==> src/rad_pkg.sv <==
package rad_pkg;

	// Field widths
	localparam int ADDR_W    = 32;
	localparam int TGT_W     = 4;
	localparam int SZ_W      = 4;
	localparam int OP_W      = 2;
	localparam int IDX_OUT_W = 3;

	// Default table depth
	localparam int REGION_COUNT_DEF = 8;

	// Operation codes
	localparam logic [OP_W-1:0] OP_ADD    = 2'd0;
	localparam logic [OP_W-1:0] OP_DEL    = 2'd1;
	localparam logic [OP_W-1:0] OP_LOOKUP = 2'd2;

endpackage

==> src/region_address_decoder.sv <==
// Region address decoder: a table of address regions (base, length, target
// id) that is added to, deleted from and searched by one command beat.
// Command channel: a beat is taken at a rising edge with start high and busy
// low. busy stays low, so a new command may be issued in every cycle.
// operation selects add, delete or lookup; address and region_size give the
// region or the access address; target_id is stored by add; access_size and
// is_write are forwarded on lookup.
// Result channel: each command passes through the input register and then the
// result register, after which done stays high for exactly one cycle, with ok,
// region_index, hit_target, out_access_size and out_is_write valid in that
// cycle, and the result beat is taken at the edge that closes it. The receiver
// cannot stall; results must be taken when done is high.
// Throughput is one command per cycle. Every command is decoded combinationally
// from its input register against all table entries in parallel (one range
// compare per entry plus a priority pick), and the table is written at the
// same edge as the result register, so the next command sees the update.
// Reset (arst_n low) clears the whole table to empty and drops any command
// in flight; no clearing pass is needed afterwards.
module region_address_decoder #(
	parameter int REGION_COUNT = rad_pkg::REGION_COUNT_DEF
) (
	input  logic                          clk,
	input  logic                          arst_n,
	input  logic                          start,
	output logic                          busy,
	input  logic [rad_pkg::OP_W-1:0]      operation,
	input  logic [rad_pkg::ADDR_W-1:0]    address,
	input  logic [rad_pkg::ADDR_W-1:0]    region_size,
	input  logic [rad_pkg::TGT_W-1:0]     target_id,
	input  logic [rad_pkg::SZ_W-1:0]      access_size,
	input  logic                          is_write,
	output logic                          done,
	output logic                          ok,
	output logic [rad_pkg::IDX_OUT_W-1:0] region_index,
	output logic [rad_pkg::TGT_W-1:0]     hit_target,
	output logic [rad_pkg::SZ_W-1:0]      out_access_size,
	output logic                          out_is_write
);

	// Input register
	logic                          valid_s1;
	logic [rad_pkg::OP_W-1:0]      op_s1;
	logic [rad_pkg::ADDR_W-1:0]    addr_s1;
	logic [rad_pkg::ADDR_W-1:0]    size_s1;
	logic [rad_pkg::TGT_W-1:0]     tgt_s1;
	logic [rad_pkg::SZ_W-1:0]      asz_s1;
	logic                          wr_s1;

	// Region table
	logic [rad_pkg::ADDR_W-1:0]    base_q [REGION_COUNT];
	logic [rad_pkg::ADDR_W-1:0]    len_q  [REGION_COUNT];
	logic [rad_pkg::TGT_W-1:0]     tgt_q  [REGION_COUNT];

	// Decode results
	logic [rad_pkg::ADDR_W-1:0]    entry_end [REGION_COUNT];
	logic [rad_pkg::ADDR_W-1:0]    req_end;
	logic [REGION_COUNT-1:0]       in_rgn;
	logic [REGION_COUNT-1:0]       overlap;
	logic [REGION_COUNT-1:0]       add_sel;
	logic [REGION_COUNT-1:0]       del_sel;
	logic                          clash;
	logic                          free_found;
	logic                          del_found;
	logic                          hit_found;
	logic [rad_pkg::IDX_OUT_W-1:0] add_idx;
	logic [rad_pkg::IDX_OUT_W-1:0] del_idx;
	logic [rad_pkg::IDX_OUT_W-1:0] hit_idx;
	logic [rad_pkg::TGT_W-1:0]     hit_tgt;
	logic                          do_add;
	logic                          do_del;

	// Next result
	logic                          ok_d;
	logic [rad_pkg::IDX_OUT_W-1:0] idx_d;
	logic [rad_pkg::TGT_W-1:0]     hit_d;
	logic [rad_pkg::SZ_W-1:0]      asz_d;
	logic                          wr_d;

	// Result register
	logic                          done_s2;
	logic                          ok_s2;
	logic [rad_pkg::IDX_OUT_W-1:0] idx_s2;
	logic [rad_pkg::TGT_W-1:0]     hit_s2;
	logic [rad_pkg::SZ_W-1:0]      asz_s2;
	logic                          wr_s2;

	// No command is ever held back, so busy is tied low
	assign busy = 1'b0;

	// Command capture
	always_ff @(posedge clk or negedge arst_n) begin
		if (!arst_n) begin
			valid_s1 <= 1'b0;
		end else begin
			valid_s1 <= start && !busy;
		end
	end

	always_ff @(posedge clk) begin
		if (start && !busy) begin
			op_s1   <= operation;
			addr_s1 <= address;
			size_s1 <= region_size;
			tgt_s1  <= target_id;
			asz_s1  <= access_size;
			wr_s1   <= is_write;
		end
	end

	// Per-entry range compares, all sums wrap at 32 bits
	assign req_end = addr_s1 + size_s1;

	always_comb begin
		for (int k = 0; k < REGION_COUNT; k++) begin
			entry_end[k] = base_q[k] + len_q[k];
			in_rgn[k]    = (base_q[k] <= addr_s1) && (entry_end[k] > addr_s1);
			overlap[k]   = in_rgn[k] || ((addr_s1 <= base_q[k]) && (req_end > base_q[k]));
		end
	end

	// Priority picks: lowest free slot, lowest delete match, lowest hit
	always_comb begin
		clash      = 1'b0;
		free_found = 1'b0;
		del_found  = 1'b0;
		hit_found  = 1'b0;
		add_sel    = '0;
		del_sel    = '0;
		add_idx    = '0;
		del_idx    = '0;
		hit_idx    = '0;
		hit_tgt    = '0;
		for (int k = 0; k < REGION_COUNT; k++) begin
			if ((len_q[k] != '0) && overlap[k]) begin
				clash = 1'b1;
			end
			if ((len_q[k] == '0) && !free_found) begin
				free_found = 1'b1;
				add_sel[k] = 1'b1;
				add_idx    = rad_pkg::IDX_OUT_W'(k);
			end
			if ((base_q[k] == addr_s1) && (len_q[k] == size_s1) && !del_found) begin
				del_found  = 1'b1;
				del_sel[k] = 1'b1;
				del_idx    = rad_pkg::IDX_OUT_W'(k);
			end
			if (in_rgn[k] && !hit_found) begin
				hit_found = 1'b1;
				hit_idx   = rad_pkg::IDX_OUT_W'(k);
				hit_tgt   = tgt_q[k];
			end
		end
	end

	assign do_add = valid_s1 && (op_s1 == rad_pkg::OP_ADD) && !clash && free_found;
	assign do_del = valid_s1 && (op_s1 == rad_pkg::OP_DEL) && del_found;

	// Result select by operation
	always_comb begin
		ok_d  = 1'b0;
		idx_d = '0;
		hit_d = '0;
		asz_d = '0;
		wr_d  = 1'b0;
		unique case (op_s1)
			rad_pkg::OP_ADD: begin
				ok_d  = !clash && free_found;
				idx_d = (!clash && free_found) ? add_idx : '0;
			end
			rad_pkg::OP_DEL: begin
				ok_d  = del_found;
				idx_d = del_idx;
			end
			rad_pkg::OP_LOOKUP: begin
				ok_d  = hit_found;
				idx_d = hit_idx;
				hit_d = hit_tgt;
				asz_d = asz_s1;
				wr_d  = wr_s1;
			end
			default: begin
				ok_d = 1'b0;
			end
		endcase
	end

	// Table update, lands together with the result
	always_ff @(posedge clk or negedge arst_n) begin
		if (!arst_n) begin
			for (int k = 0; k < REGION_COUNT; k++) begin
				base_q[k] <= '0;
				len_q[k]  <= '0;
				tgt_q[k]  <= '0;
			end
		end else begin
			for (int k = 0; k < REGION_COUNT; k++) begin
				if (do_add && add_sel[k]) begin
					base_q[k] <= addr_s1;
					len_q[k]  <= size_s1;
					tgt_q[k]  <= tgt_s1;
				end else if (do_del && del_sel[k]) begin
					len_q[k] <= '0;
				end
			end
		end
	end

	// Result register
	always_ff @(posedge clk or negedge arst_n) begin
		if (!arst_n) begin
			done_s2 <= 1'b0;
		end else begin
			done_s2 <= valid_s1;
		end
	end

	always_ff @(posedge clk) begin
		if (valid_s1) begin
			ok_s2  <= ok_d;
			idx_s2 <= idx_d;
			hit_s2 <= hit_d;
			asz_s2 <= asz_d;
			wr_s2  <= wr_d;
		end
	end

	assign done            = done_s2;
	assign ok              = ok_s2;
	assign region_index    = idx_s2;
	assign hit_target      = hit_s2;
	assign out_access_size = asz_s2;
	assign out_is_write    = wr_s2;

endmodule

==> config.mk <==
export PLATFORM = sky130hd
export DESIGN_NAME = region_address_decoder
export DESIGN_NICKNAME = d
export VERILOG_FILES = /design/src/rad_pkg.sv /design/src/region_address_decoder.sv
export SDC_FILE = /design/constraint.sdc
export NUM_CORES = 2
export LEC_CHECK = 0
export ABC_AREA = 1
export ABC_CLOCK_PERIOD_IN_PS = 9350
export BUFFER_PORTS_ARGS = -buffer_cell sky130_fd_sc_hd__buf_4
export CAP_MARGIN = 0
export CORE_MARGIN = 4
export CORE_UTILIZATION = 35
export DETAILED_ROUTE_END_ITERATION = 6
export GPL_TIMING_DRIVEN = 0
export MAX_ROUTING_LAYER = met4
export PLACE_DENSITY = 0.5
export RECOVER_POWER = 100
export SYNTH_ARGS = -nofsm -noshare
export SYNTH_HDL_FRONTEND = slang
export SYNTH_SLANG_ARGS = --single-unit
==> constraint.sdc <==
create_clock -name clk -period 9.35 [get_ports clk]
set_input_delay 0 -clock clk [delete_from_list [all_inputs] [get_ports clk]]
set_output_delay 0 -clock clk [all_outputs]
set_load 0.005 [all_outputs]
==> qor.yml <==
synth-edff-count: 88
place_inst: 10610
grtUsageTotal_pct: 31.18
fillers: 18190
total_power_mw: 21.19
violations: "max-capacitance violations, max-slew violations"
max_stage_delay_ns: 1.20
first_global_vias: 58980
die-width_um: 426.9
dieArea_um2: 182200
drive_above_1_share_pct: 5.663
synthArstFlopShare_pct: 86.12
dp_slack_ns: 0.4918
drcViolationCount: 0
skew_ns: 0.03389
clock_path_buffers: 3
timing.hold.ws_ns: 0.4848
routedWlPerCell_um: 25.83
layout.nets: 9658
relSlewSlack_pct: -292.9
setup_viol: 0
syn_nets: 9301
drt_wl_total_um: 282400
clk_latency_ns: 0.74
avgSynthCellArea_um2: 7.519
core_um2: 174200
grt_max_degree: 100
postCtsResizedCells: 0
cts_num_sinks: 634
fin_util_pct: 40.10
setup_slack_ns: 0.2150
grt_pass1_wl_um: 399200
synthTopCellsByArea: "dfrtp_1 (22%), ha_1 (21%), nand2_1 (11%)"
endpoint_kind: "flip-flop"
post_cts_buffers: 0
worst_pin_slew_ns: 5.893
ys_warn_count: 0
syn-instance-count: 8167
antenna_found_initial: 12
placed_area_um2: 65590
crit_fanout: 17
syn_to_final_growth_pct: 13.76
holdCritPathClass: "flip-flop to flip-flop"
final_cell_count_no_fill: 10930
cp-start-kind: "flip-flop"
synth-seq-cells: 634
multi_input_area_um2: 40600
rsz0062_at_grt: "false"
overflow: 0
power.density_nw_per_um2: 303.3
critPathSlowestCell: "xor2_1"
postRouteAntennaNets: 0
r2r_cells: 29
placementRows: 153
ir_drop_v: 0.0002403
total_leakage_power_nw: 35.28
finalSetupTns_ns: 0
fmax_mhz: 109.5
syn-cell-area_um2: 61410
synth_area_leader_cell: "dfrtp_1"
finalCriticalPeriod_ns: 9.135
cts.htree.levels: 3
cts_tree: "yes"
hpwlAfterDp_um: 227600
cap_viol_max_count: 7
path_clk_slew_ns: 0.06
ys_seq_area_share_pct: 26.55
design_area_um2: 69850
slew_violations: 453
crit_type: "flip-flop to flip-flop"
first_pass_iters: 6
initial_core_util_pct: 35.25
crit_required_ns: 10.01
cts.hold.buffers_added: 153
cts_root_buffer: "clkbuf_16"
ys.flop_type: "dfrtp_1"
crit_arrival_ns: 9.80
vias_per_cell: 5.523
yosysUniqueCellTypes: 61
synth_top_area_share_pct: 22.25
pin_count: 93
io_buffers: 91
die_h_um: 426.9
vias: 60380
cts_inserted_buffers: 89
hold_violations: 0
path_common_cell: "nand2_1"
drtIter0Drc: 5398
holdPathStages: 2
register_area_um2: 16310
gp_congestion: 0.9796
finalCritPeriodShare_pct: 97.70
status: "finished, violations left"
-- cell usage after synthesis (78+ instances only) --
library cell and number:
nor3_1 78, buf_2 79, clkbuf_1 94, ha_1 1047
a21oi_1 703, xnor2_1 151, nor2_1 521, o21ai_1 171
o21ai_0 352, dfrtp_1 546, edfxtp_1 88, xor2_1 294
inv_1 818, nand3_1 461, nand2_1 1874, nand4_1 404
-- cell families (layout without fill, tap and decap cells) --
kind of cell | after synthesis | after routing | share of synthesized area [%]
AND/OR/NAND/NOR | 3484 | 3484 | 24.97
XOR/XNOR | 445 | 445 | 6.347
adder cells (fa/ha/maj) | 1056 | 1056 | 21.63
buffers and inverters | 1081 | 1513 | 7.596
flip-flops | 634 | 634 | 26.55
AO/OA/AOI/OAI | 1466 | 1466 | 12.90
other | 1 | 8 | 0.006107
-- layout make-up --
cell class	instances	area share, %
multi-input combinational	6452	58.12
sequential	634	23.34
inverter	822	4.417
tap	2325	4.164
clock buffer	129	3.738
timing repair buffer	266	3.598
buffer	259	1.956
clock inverter	37	0.6394
antenna	7	0.02508
-- registers in the layout, indices dropped and copies added, names as in the netlist --
register and cells:
out_access_size 4, size_s1 32, ok 1, region_index 3, done 1, tgt_q 32
out_is_write 1, base_q 256, tgt_s1 4, wr_s1 1, addr_s1 32, op_s1 2
hit_target 4, len_q 256, valid_s1 1, asz_s1 4
-- worst max-delay path: cells and delay by family (launching register included) --
kind                     cells  cell delay (ns)
adder cells (fa/ha/maj)      2             1.15
AO/OA/AOI/OAI                3             0.90
AND/OR/NAND/NOR             18             3.25
XOR/XNOR                     1             1.20
buffers and inverters        5             1.55
flip-flops                   1             0.91
-- cells in the final DEF (no fill, tap or decap), types with 10 or more instances in the layout --
master / n
a21boi_0: 17
buf_6: 33
clkbuf_4: 87
nand2_1: 1874
clkbuf_2: 37
o21a_1: 69
edfxtp_1: 88
clkbuf_8: 17
nand4_1: 410
nor4_1: 48
clkinv_2: 18
xor2_1: 277
dlygate4sd3_1: 152
clkbuf_1: 130
ha_1: 1047
buf_2: 72
o211ai_1: 13
a21o_1: 39
nand3_1: 461
o21bai_1: 32
buf_1: 10
a31oi_1: 39
o21ai_1: 42
nand3b_1: 12
xor2_2: 17
nor3_1: 77
clkbuf_16: 92
buf_8: 13
dfrtp_1: 546
inv_1: 818
o21ai_0: 481
nor2_1: 521
a21oi_1: 703
xnor2_1: 142
or2_2: 33
-- per-layer routing --
metal / wire [um] / vias to the layer above / track usage (%) / share of wire, %
li1: - / 28710 / - / -
met3: 14990 / 566 / 2.976 / 5.3
met2: 131900 / 1949 / 51.26 / 47
met4: 17280 / 0 / 15.91 / 6.1
met1: 118200 / 29150 / 38.18 / 42
met5: 0 / - / - / 0
-- power by group --
group          switching [mW]  leakage, nW  total [mW]  internal, mW
logic                    8.18         25.4        12.6          4.38
registers                1.33         8.34        4.99          3.66
clock network            1.49         1.50        3.65          2.16
-- worst paths after layout --
kind | slack [ns] | end | from
worst min register to register | 0.48 | tgt_q[23] | tgt_q[23]
max in group asynchronous | 1.99 | base_q[208] | arst_n
worst max-delay path | 0.21 | len_q[163] | addr_s1[1]
worst max register to register | 0.21 | len_q[163] | addr_s1[1]
worst min-delay path | 0.48 | tgt_q[23] | tgt_q[23]
min in group asynchronous | 2.54 | valid_s1 | arst_n
Note: power is estimated with default switching activity, not from simulation.
